$ cat config.mk
export PLATFORM = sky130hd
export DESIGN_NAME = string_literal_escape_decoder_unit
export DESIGN_NICKNAME = d
export VERILOG_FILES = /design/src/design/sled_pkg.sv /design/src/design/sled_front.sv /design/src/design/sled_fifo.sv /design/src/design/sled_back.sv /design/src/design/string_literal_escape_decoder_unit.sv
export SDC_FILE = /design/constraint.sdc
export NUM_CORES = 1
export LEC_CHECK = 0
export BUFFER_PORTS_ARGS = -buffer_cell sky130_fd_sc_hd__buf_2
export CORE_AREA = 2 2 97 146
export CTS_CLUSTER_SIZE = 8
export DETAILED_ROUTE_END_ITERATION = 7
export DIE_AREA = 0 0 99 148
export HOLD_SLACK_MARGIN = 0.06
export PLACE_DENSITY_LB_ADDON = 0.12
export SYNTH_ARGS = -nofsm -noshare
export SYNTH_HDL_FRONTEND = slang
export SYNTH_SLANG_ARGS = --single-unit
$ cat constraint.sdc
create_clock -name clk -period 2.9 [get_ports clk]
set_input_delay 0.145 -clock clk [delete_from_list [all_inputs] [get_ports clk]]
set_output_delay 0.145 -clock clk [all_outputs]
set_load 0.03 [all_outputs]
$ cat src/design/sled_pkg.sv
// sled_pkg: shared types and codes for the string literal escape decoder.
// Depends on nothing; imported by every module of the decoder.
package sled_pkg;

    // Result kinds
    localparam logic [1:0] KIND_DATA   = 2'd0;
    localparam logic [1:0] KIND_CLOSED = 2'd1;
    localparam logic [1:0] KIND_ERROR  = 2'd2;

    // Error codes
    localparam logic [1:0] ERR_NONE     = 2'd0;
    localparam logic [1:0] ERR_NEWLINE  = 2'd1;
    localparam logic [1:0] ERR_ESCAPE   = 2'd2;
    localparam logic [1:0] ERR_UNCLOSED = 2'd3;

    // Input word: one source byte with its marks
    typedef struct packed {
        logic [7:0] text_byte;
        logic       start_mark;
        logic       end_mark;
    } in_word_t;

    // Result word
    typedef struct packed {
        logic [1:0] kind;
        logic [7:0] value;
        logic [1:0] error_code;
        logic       last;
    } out_word_t;

    // Queue entry: one or two results caused by one input word
    typedef struct packed {
        logic      two;
        out_word_t first;
        out_word_t second;
    } sled_entry_t;

endpackage

$ cat src/design/sled_front.sv
// sled_front: literal state machine; classifies each input word and queues its results.
// Depends on sled_pkg.
module sled_front (
    input  logic               clk,
    input  logic               rst_n,
    input  logic               push,
    input  sled_pkg::in_word_t item,
    input  logic               q_full,
    output logic               q_wr,
    output sled_pkg::sled_entry_t q_entry
);
    import sled_pkg::*;

    typedef enum logic [2:0] {
        M_IDLE, M_BODY, M_ESC, M_HEX1, M_HEX2, M_OCT1, M_OCT2
    } mode_t;

    // Character codes
    localparam logic [7:0] CH_DQ    = 8'h22;
    localparam logic [7:0] CH_SQ    = 8'h27;
    localparam logic [7:0] CH_BSL   = 8'h5c;
    localparam logic [7:0] CH_LF    = 8'h0a;
    localparam logic [7:0] CH_0     = 8'h30;
    localparam logic [7:0] CH_7     = 8'h37;
    localparam logic [7:0] CH_9     = 8'h39;
    localparam logic [7:0] CH_UP_A  = 8'h41;
    localparam logic [7:0] CH_UP_Z  = 8'h5a;
    localparam logic [7:0] CH_LO_A  = 8'h61;
    localparam logic [7:0] CH_LO_B  = 8'h62;
    localparam logic [7:0] CH_LO_F  = 8'h66;
    localparam logic [7:0] CH_LO_N  = 8'h6e;
    localparam logic [7:0] CH_LO_R  = 8'h72;
    localparam logic [7:0] CH_LO_T  = 8'h74;
    localparam logic [7:0] CH_LO_V  = 8'h76;
    localparam logic [7:0] CH_LO_X  = 8'h78;
    localparam logic [7:0] CH_BEL   = 8'h07;
    localparam logic [7:0] CH_BS    = 8'h08;
    localparam logic [7:0] CH_FF    = 8'h0c;
    localparam logic [7:0] CH_CR    = 8'h0d;
    localparam logic [7:0] CH_TAB   = 8'h09;
    localparam logic [7:0] CH_VT    = 8'h0b;

    function automatic out_word_t mk(input logic [1:0] k, input logic [7:0] v,
                                     input logic [1:0] e);
        out_word_t w;
        w.kind       = k;
        w.value      = v;
        w.error_code = e;
        w.last       = 1'b0;
        return w;
    endfunction

    // Hex digit value; 16 flags a non-hex byte
    function automatic logic [4:0] hexv(input logic [7:0] c);
        logic [7:0] f;
        f = c;
        if (c inside {[CH_UP_A:CH_UP_Z]})
            f = c + 8'd32;
        if (f inside {[CH_0:CH_9]})
            return 5'(f - CH_0);
        else if (f inside {[CH_LO_A:CH_LO_F]})
            return 5'(f - CH_LO_A + 8'd10);
        else
            return 5'd16;
    endfunction

    mode_t      mode_reg, mode_next;
    logic       dq_reg, dq_next;
    logic [7:0] acc_reg, acc_next;

    logic       accept;
    logic [7:0] b;
    logic [7:0] quote;
    logic       is_oct;
    logic [7:0] oct_acc;
    logic [4:0] hi, lo;

    // Ordinary literal byte handling, shared by body and short-octal paths
    logic       body_has;
    out_word_t  body_word;
    mode_t      body_mode;

    logic       simple;
    logic [7:0] simple_val;

    logic       has0, has1;
    out_word_t  w0, w1;

    assign accept  = push && !q_full;
    assign b       = item.text_byte;
    assign quote   = dq_reg ? CH_DQ : CH_SQ;
    assign is_oct  = b inside {[CH_0:CH_7]};
    assign oct_acc = {acc_reg[4:0], b[2:0]};
    assign hi      = hexv(acc_reg);
    assign lo      = hexv(b);

    // Body byte classification
    always_comb
    begin
        body_has  = 1'b1;
        body_mode = M_BODY;
        body_word = mk(KIND_DATA, b, ERR_NONE);
        if (b == quote)
        begin
            body_word = mk(KIND_CLOSED, 8'd0, ERR_NONE);
            body_mode = M_IDLE;
        end
        else if (b == CH_LF && !dq_reg)
        begin
            body_word = mk(KIND_ERROR, 8'd0, ERR_NEWLINE);
            body_mode = M_IDLE;
        end
        else if (b == CH_BSL)
        begin
            body_has  = 1'b0;
            body_mode = M_ESC;
        end
    end

    // Simple escape lookup
    always_comb
    begin
        simple     = 1'b1;
        simple_val = b;
        case (b)
            CH_SQ, CH_DQ, CH_BSL: simple_val = b;
            CH_LO_A: simple_val = CH_BEL;
            CH_LO_B: simple_val = CH_BS;
            CH_LO_F: simple_val = CH_FF;
            CH_LO_N: simple_val = CH_LF;
            CH_LO_R: simple_val = CH_CR;
            CH_LO_T: simple_val = CH_TAB;
            CH_LO_V: simple_val = CH_VT;
            default: simple = 1'b0;
        endcase
    end

    // Next state and results of the current word
    always_comb
    begin
        mode_next = mode_reg;
        dq_next   = dq_reg;
        acc_next  = acc_reg;
        has0      = 1'b0;
        has1      = 1'b0;
        w0        = mk(KIND_DATA, 8'd0, ERR_NONE);
        w1        = mk(KIND_DATA, 8'd0, ERR_NONE);
        if (item.end_mark)
        begin
            case (mode_reg)
                M_BODY, M_ESC:
                begin
                    has0 = 1'b1;
                    w0   = mk(KIND_ERROR, 8'd0, ERR_UNCLOSED);
                end
                M_HEX1, M_HEX2:
                begin
                    has0 = 1'b1;
                    w0   = mk(KIND_ERROR, 8'd0, ERR_ESCAPE);
                end
                M_OCT1, M_OCT2:
                begin
                    has0 = 1'b1;
                    has1 = 1'b1;
                    w0   = mk(KIND_DATA, acc_reg, ERR_NONE);
                    w1   = mk(KIND_ERROR, 8'd0, ERR_UNCLOSED);
                end
                default: ;
            endcase
            mode_next = M_IDLE;
            acc_next  = 8'd0;
        end
        else if (item.start_mark)
        begin
            dq_next   = (b == CH_DQ);
            mode_next = M_BODY;
            acc_next  = 8'd0;
        end
        else
        begin
            case (mode_reg)
                M_BODY:
                begin
                    has0      = body_has;
                    w0        = body_word;
                    mode_next = body_mode;
                end
                M_ESC:
                begin
                    if (simple)
                    begin
                        has0      = 1'b1;
                        w0        = mk(KIND_DATA, simple_val, ERR_NONE);
                        mode_next = M_BODY;
                    end
                    else if (b == CH_LO_X)
                        mode_next = M_HEX1;
                    else if (is_oct)
                    begin
                        acc_next  = {5'd0, b[2:0]};
                        mode_next = M_OCT1;
                    end
                    else
                    begin
                        has0      = 1'b1;
                        w0        = mk(KIND_ERROR, 8'd0, ERR_ESCAPE);
                        mode_next = M_IDLE;
                    end
                end
                M_HEX1:
                begin
                    if (b == quote)
                    begin
                        has0      = 1'b1;
                        w0        = mk(KIND_ERROR, 8'd0, ERR_ESCAPE);
                        mode_next = M_IDLE;
                    end
                    else
                    begin
                        acc_next  = b;
                        mode_next = M_HEX2;
                    end
                end
                M_HEX2:
                begin
                    has0 = 1'b1;
                    if (b == quote || hi[4] || lo[4])
                    begin
                        w0        = mk(KIND_ERROR, 8'd0, ERR_ESCAPE);
                        mode_next = M_IDLE;
                    end
                    else
                    begin
                        w0        = mk(KIND_DATA, {hi[3:0], lo[3:0]}, ERR_NONE);
                        mode_next = M_BODY;
                    end
                end
                M_OCT1, M_OCT2:
                begin
                    if (is_oct)
                    begin
                        acc_next = oct_acc;
                        if (mode_reg == M_OCT1)
                            mode_next = M_OCT2;
                        else
                        begin
                            has0      = 1'b1;
                            w0        = mk(KIND_DATA, oct_acc, ERR_NONE);
                            mode_next = M_BODY;
                        end
                    end
                    else
                    begin
                        // short octal escape: flush value, then treat byte as body
                        has0      = 1'b1;
                        w0        = mk(KIND_DATA, acc_reg, ERR_NONE);
                        has1      = body_has;
                        w1        = body_word;
                        mode_next = body_mode;
                    end
                end
                default: ;
            endcase
        end
        if (has1)
            w1.last = 1'b1;
        else
            w0.last = 1'b1;
    end

    assign q_wr           = accept && has0;
    assign q_entry.two    = has1;
    assign q_entry.first  = w0;
    assign q_entry.second = w1;

    // Literal state
    always_ff @(posedge clk or negedge rst_n)
    begin
        if (!rst_n)
        begin
            mode_reg <= M_IDLE;
            dq_reg   <= 1'b0;
            acc_reg  <= 8'd0;
        end
        else if (accept)
        begin
            mode_reg <= mode_next;
            dq_reg   <= dq_next;
            acc_reg  <= acc_next;
        end
    end

endmodule

$ cat src/design/sled_fifo.sv
// sled_fifo: short queue of result entries between the front and back parts.
// Depends on sled_pkg.
module sled_fifo #(
    parameter int DEPTH = 4
) (
    input  logic                  clk,
    input  logic                  rst_n,
    input  logic                  wr_en,
    input  sled_pkg::sled_entry_t wr_entry,
    output logic                  full,
    input  logic                  rd_en,
    output sled_pkg::sled_entry_t rd_entry,
    output logic                  empty
);
    import sled_pkg::*;

    localparam int AW = (DEPTH > 1) ? $clog2(DEPTH) : 1;
    localparam logic [AW-1:0] LAST_PTR = AW'(DEPTH - 1);
    localparam logic [AW:0]   FULL_CNT = (AW + 1)'(DEPTH);

    sled_entry_t   mem [DEPTH];
    logic [AW-1:0] wp_reg, rp_reg;
    logic [AW:0]   cnt_reg;
    logic          do_wr, do_rd;

    assign full     = (cnt_reg == FULL_CNT);
    assign empty    = (cnt_reg == '0);
    assign do_wr    = wr_en && !full;
    assign do_rd    = rd_en && !empty;
    assign rd_entry = mem[rp_reg];

    // Entry storage
    always_ff @(posedge clk)
    begin
        if (do_wr)
            mem[wp_reg] <= wr_entry;
    end

    // Pointers and fill count
    always_ff @(posedge clk or negedge rst_n)
    begin
        if (!rst_n)
        begin
            wp_reg  <= '0;
            rp_reg  <= '0;
            cnt_reg <= '0;
        end
        else
        begin
            if (do_wr)
                wp_reg <= (wp_reg == LAST_PTR) ? '0 : wp_reg + 1'b1;
            if (do_rd)
                rp_reg <= (rp_reg == LAST_PTR) ? '0 : rp_reg + 1'b1;
            if (do_wr && !do_rd)
                cnt_reg <= cnt_reg + 1'b1;
            else if (do_rd && !do_wr)
                cnt_reg <= cnt_reg - 1'b1;
        end
    end

endmodule

$ cat src/design/sled_back.sv
// sled_back: splits queued entries into single result words and holds the output register.
// Depends on sled_pkg.
module sled_back (
    input  logic                  clk,
    input  logic                  rst_n,
    input  logic                  q_empty,
    input  sled_pkg::sled_entry_t q_entry,
    output logic                  q_rd,
    output sled_pkg::out_word_t   result,
    output logic                  empty,
    input  logic                  pop
);
    import sled_pkg::*;

    logic      out_valid_reg;
    out_word_t out_word_reg;
    logic      hold_valid_reg;
    out_word_t hold_word_reg;
    logic      take;

    // Output slot frees when empty or being popped
    assign take   = !out_valid_reg || pop;
    assign q_rd   = take && !hold_valid_reg && !q_empty;
    assign result = out_word_reg;
    assign empty  = !out_valid_reg;

    // Valid flags
    always_ff @(posedge clk or negedge rst_n)
    begin
        if (!rst_n)
        begin
            out_valid_reg  <= 1'b0;
            hold_valid_reg <= 1'b0;
        end
        else if (take)
        begin
            if (hold_valid_reg)
            begin
                out_valid_reg  <= 1'b1;
                hold_valid_reg <= 1'b0;
            end
            else if (!q_empty)
            begin
                out_valid_reg  <= 1'b1;
                hold_valid_reg <= q_entry.two;
            end
            else
                out_valid_reg <= 1'b0;
        end
    end

    // Result payload
    always_ff @(posedge clk)
    begin
        if (take)
        begin
            if (hold_valid_reg)
                out_word_reg <= hold_word_reg;
            else if (!q_empty)
            begin
                out_word_reg  <= q_entry.first;
                hold_word_reg <= q_entry.second;
            end
        end
    end

endmodule

$ cat src/design/string_literal_escape_decoder_unit.sv
// string_literal_escape_decoder_unit: top level of the string literal escape decoder.
// Depends on sled_pkg, sled_front, sled_fifo, sled_back.
//
//   channel | handshake        | word
//   --------+------------------+-------------------------------------------
//   input   | push / full      | item   : text_byte, start_mark, end_mark
//   result  | pop / empty      | result : kind, value, error_code, last
//
// One input word is taken per cycle while the queue has room; its state update
// is a single registered step of the front state machine.
// Results leave one per cycle from the output register while they are popped; a word
// with two results takes one DEPTH-entry queue slot; the second waits in sled_back.
// A result passes the queue and then the output register before reaching the ports.
// Reset is asynchronous, active low; no clearing pass is needed.
module string_literal_escape_decoder_unit #(
    parameter int DEPTH = 4
) (
    input  logic                clk,
    input  logic                rst_n,
    input  logic                push,
    output logic                full,
    input  sled_pkg::in_word_t  item,
    output logic                empty,
    input  logic                pop,
    output sled_pkg::out_word_t result
);
    import sled_pkg::*;

    logic        q_wr, q_rd, q_full, q_empty;
    sled_entry_t q_wr_entry, q_rd_entry;

    assign full = q_full;

    sled_front u_front (
        .clk     (clk),
        .rst_n   (rst_n),
        .push    (push),
        .item    (item),
        .q_full  (q_full),
        .q_wr    (q_wr),
        .q_entry (q_wr_entry)
    );

    sled_fifo #(
        .DEPTH (DEPTH)
    ) u_fifo (
        .clk      (clk),
        .rst_n    (rst_n),
        .wr_en    (q_wr),
        .wr_entry (q_wr_entry),
        .full     (q_full),
        .rd_en    (q_rd),
        .rd_entry (q_rd_entry),
        .empty    (q_empty)
    );

    sled_back u_back (
        .clk     (clk),
        .rst_n   (rst_n),
        .q_empty (q_empty),
        .q_entry (q_rd_entry),
        .q_rd    (q_rd),
        .result  (result),
        .empty   (empty),
        .pop     (pop)
    );

endmodule

==> flow_metrics.tcl <==
set metrics [dict create \
    portBuffers 28 \
    seq_area_um2 4280 \
    grt_use_total_pct 25.9 \
    nets 651 \
    postCtsSetupRepairBufs 0 \
    setup_viol 0 \
    cts-buffers-inserted 17 \
    synth.distinct_cells 71 \
    syn2layout_area_growth_pct 15.6 \
    crit_slowest_cell "dfrtp_1" \
    syn_area_um2 7380 \
    crit_buf_inv 1 \
    rsz0062_at_grt "false" \
    ys.warnings.count 0 \
    crit_type "reg -> reg" \
    synth.net_count 596 \
    largest_register_ffs 100 \
    dp.cells 758 \
    overflow 0 \
    avgSynthCellArea_um2 13.1 \
    routedWlPerCell_um 22.7 \
    max-clock-path-buffers 2 \
    hold_path_class "in -> reg" \
    clock-sinks 146 \
    path_clk_slew_ns 0.06 \
    tightestPinTransition_ns 1.19 \
    cts-root-buf "clkbuf_16" \
    fmax_mhz 350 \
    path_cells "inv_1 -> ha_1 -> nor3b_1 -> a21oi_1 -> o21bai_1 -> a32o_1 -> nand2_1 -> o211ai_1 -> o211ai_1" \
    swShare_pct 30.7 \
    crit_arrival_ns 2.95 \
    antenna_left 0 \
    clockPowerShare_pct 30.5 \
    grt_max_degree 26 \
    critPathMostFrequentCell "o211ai_1" \
    die_h_um 148 \
    cellLeakagePower_nw 3.03 \
    grt_pass1_vias 5204 \
    slew_viol_final 0 \
    wirelength_um 18000 \
    layout_setup_ws_ns 0.0452 \
    period_needed_ns 2.85 \
    fin_skew_ns 0.00806 \
    dp_hpwl_um 12800 \
    routabilityCongestion 0.895 \
    whs_ns 0.108 \
    rows 52 \
    slew_headroom_pct 20.4 \
    ys_seq_area_share_pct 57.9 \
    pre_cts_ws_ns 0.0210 \
    p_int_w 0.00475 \
    hold_viol_final 0 \
    critPathTopFamily "compound AO/OA/AOI/OAI gates" \
    multi_input_comb_area_um2 2890 \
    outcome "finished clean" \
    fin_tns_setup_ns 0 \
    async_flop_share_pct 14.4 \
    die_x_um 99 \
    endpoint_kind "register" \
    die-area_um2 14700 \
    grt_pass1_wl_um 28500 \
    diodes 0 \
    crit_fanout 5 \
    synth_seq_cells 146 \
    drt_pre_antenna_iters 7 \
    synth-edff-count 125 \
    core_um2 13300 \
    maxCapViolations 0 \
    drive_above_1_share_pct 25.1 \
    power_density_nw_per_um2 803 \
    insertion_delay_ns 0.42 \
    initial_utilization_pct 55.4 \
    htree_num_levels 4 \
    max_stage_delay_ns 0.43 \
    viasPerCell 6.26 \
    synth_flop_cell "edfxtp_1" \
    synth_cells 562 \
    p_comb_share_pct 27.7 \
    required_ns 3.00 \
    io-pin-count 29 \
    start_kind "register" \
    drc_errors 0 \
    cts_tree "yes" \
    vdd_drop_max_v 0.000477 \
    switching_power_w 0.00210 \
    layout.cells.non_filler 792 \
    fin_crit_sh_pct 98.4 \
    p_seq_share_pct 41.8 \
    fill_cells 1024 \
    first_iter_violations 371 \
    antenna_found_initial 0 \
    vias 4961 \
]
-- tightest hold or removal path, cell delays in order --
cell and delay, ns:
buf_2 0.17, nand3_1 0.08, o21ai_0 0.07
-- logic make-up (layout without fill, tap and decap cells) --
kind of cell / Yosys count / count (layout) / synth area share [%]
flops: 146 / 146 / 57.9
simple gates: 164 / 164 / 12.4
compound gates: 117 / 117 / 10.4
mux: 50 / 50 / 11.5
buf+inv: 56 / 124 / 3.30
fa+ha+maj: 20 / 20 / 3.49
xor+xnor: 9 / 9 / 1.07
-- layout by cell type (no fill, tap or decap), types with 12 or more instances in the layout --
cell type,count
a21oi_1,29
mux4_2,25
nor2_1,39
nand2_1,33
buf_2,28
and2_1,12
nand3_1,15
edfxtp_1,125
ha_1,19
inv_1,18
dfrtp_1,21
clkbuf_16,17
mux2_2,17
buf_4,39
o21ai_0,29
-- Yosys cell counts (9+ instances only) --
library cell    n  area (µm²)
o21ai_0        30         150
and2_1         12        75.1
dfrtp_1        21         526
inv_1          18        67.6
clkbuf_1       14        52.6
buf_2          12        60.1
edfxtp_1      125        3750
a21oi_1        29         145
ha_1           19         238
nor2b_1         9        56.3
mux2_2         17         191
nand3_1        15        75.1
mux4_2         25         563
nand2_1        33         124
nor2_1         39         146
-- power by group through the flow --
stage          registers [W]  clock network [W]  logic (W)
2_1_floorplan        0.00304                  0    0.00122
3_3_place_gp         0.00289                  0    0.00188
3_5_place_dp         0.00291                  0    0.00191
4_1_cts              0.00287            0.00213    0.00193
5_1_grt              0.00290            0.00222    0.00207
6_report             0.00286            0.00209    0.00190
-- through the flow --
stage	cell area (µm²)	util [%]	total power (W)
3_3_place_gp	7920	59.4	0.00476
3_5_place_dp	7920	59.4	0.00482
5_1_grt	8530	64.0	0.00718
2_1_floorplan	7390	-	0.00426
6_report	8530	64.0	0.00685
4_1_cts	8520	63.9	0.00693
-- cell type report --
type / count / share of cell area, %
Clock buffer: 18 / 5.03
Clock inverter: 14 / 1.72
Inverter: 20 / 0.880
Multi-Input combinational cell: 360 / 33.8
Sequential cell: 146 / 50.1
Tap cell: 162 / 2.38
Timing Repair Buffer: 72 / 6.01
-- final timing paths --
path	cells past startpoint	to	from	slack, ns
max	9	u_fifo.mem[0][25]	u_front.acc_reg[0]	0.05
min	3	u_front.acc_reg[1]	item[3]	0.11
max reg2reg	9	u_fifo.mem[0][25]	u_front.acc_reg[0]	0.05
min reg2reg	1	u_fifo.cnt_reg[2]	u_fifo.cnt_reg[2]	0.52
max in group asynchronous	2	u_fifo.cnt_reg[1]	rst_n	2.16
min in group asynchronous	2	u_back.hold_valid_reg	rst_n	0.29
-- per-layer routing --
layer	GRT usage [%]	wire length, µm
met4	11.4	685
met3	4.35	715
met5	0	0
met2	46.8	9740
met1	30.0	6850
-- repair_timing --
action | in CTS | in global routing
hold endpoints to repair | 22 | 0
setup endpoints to repair | 4 | 40
resized for setup | 1 | 4
hold buffers | 2 | 0
No activity file was read; power rests on OpenSTA's default activity.
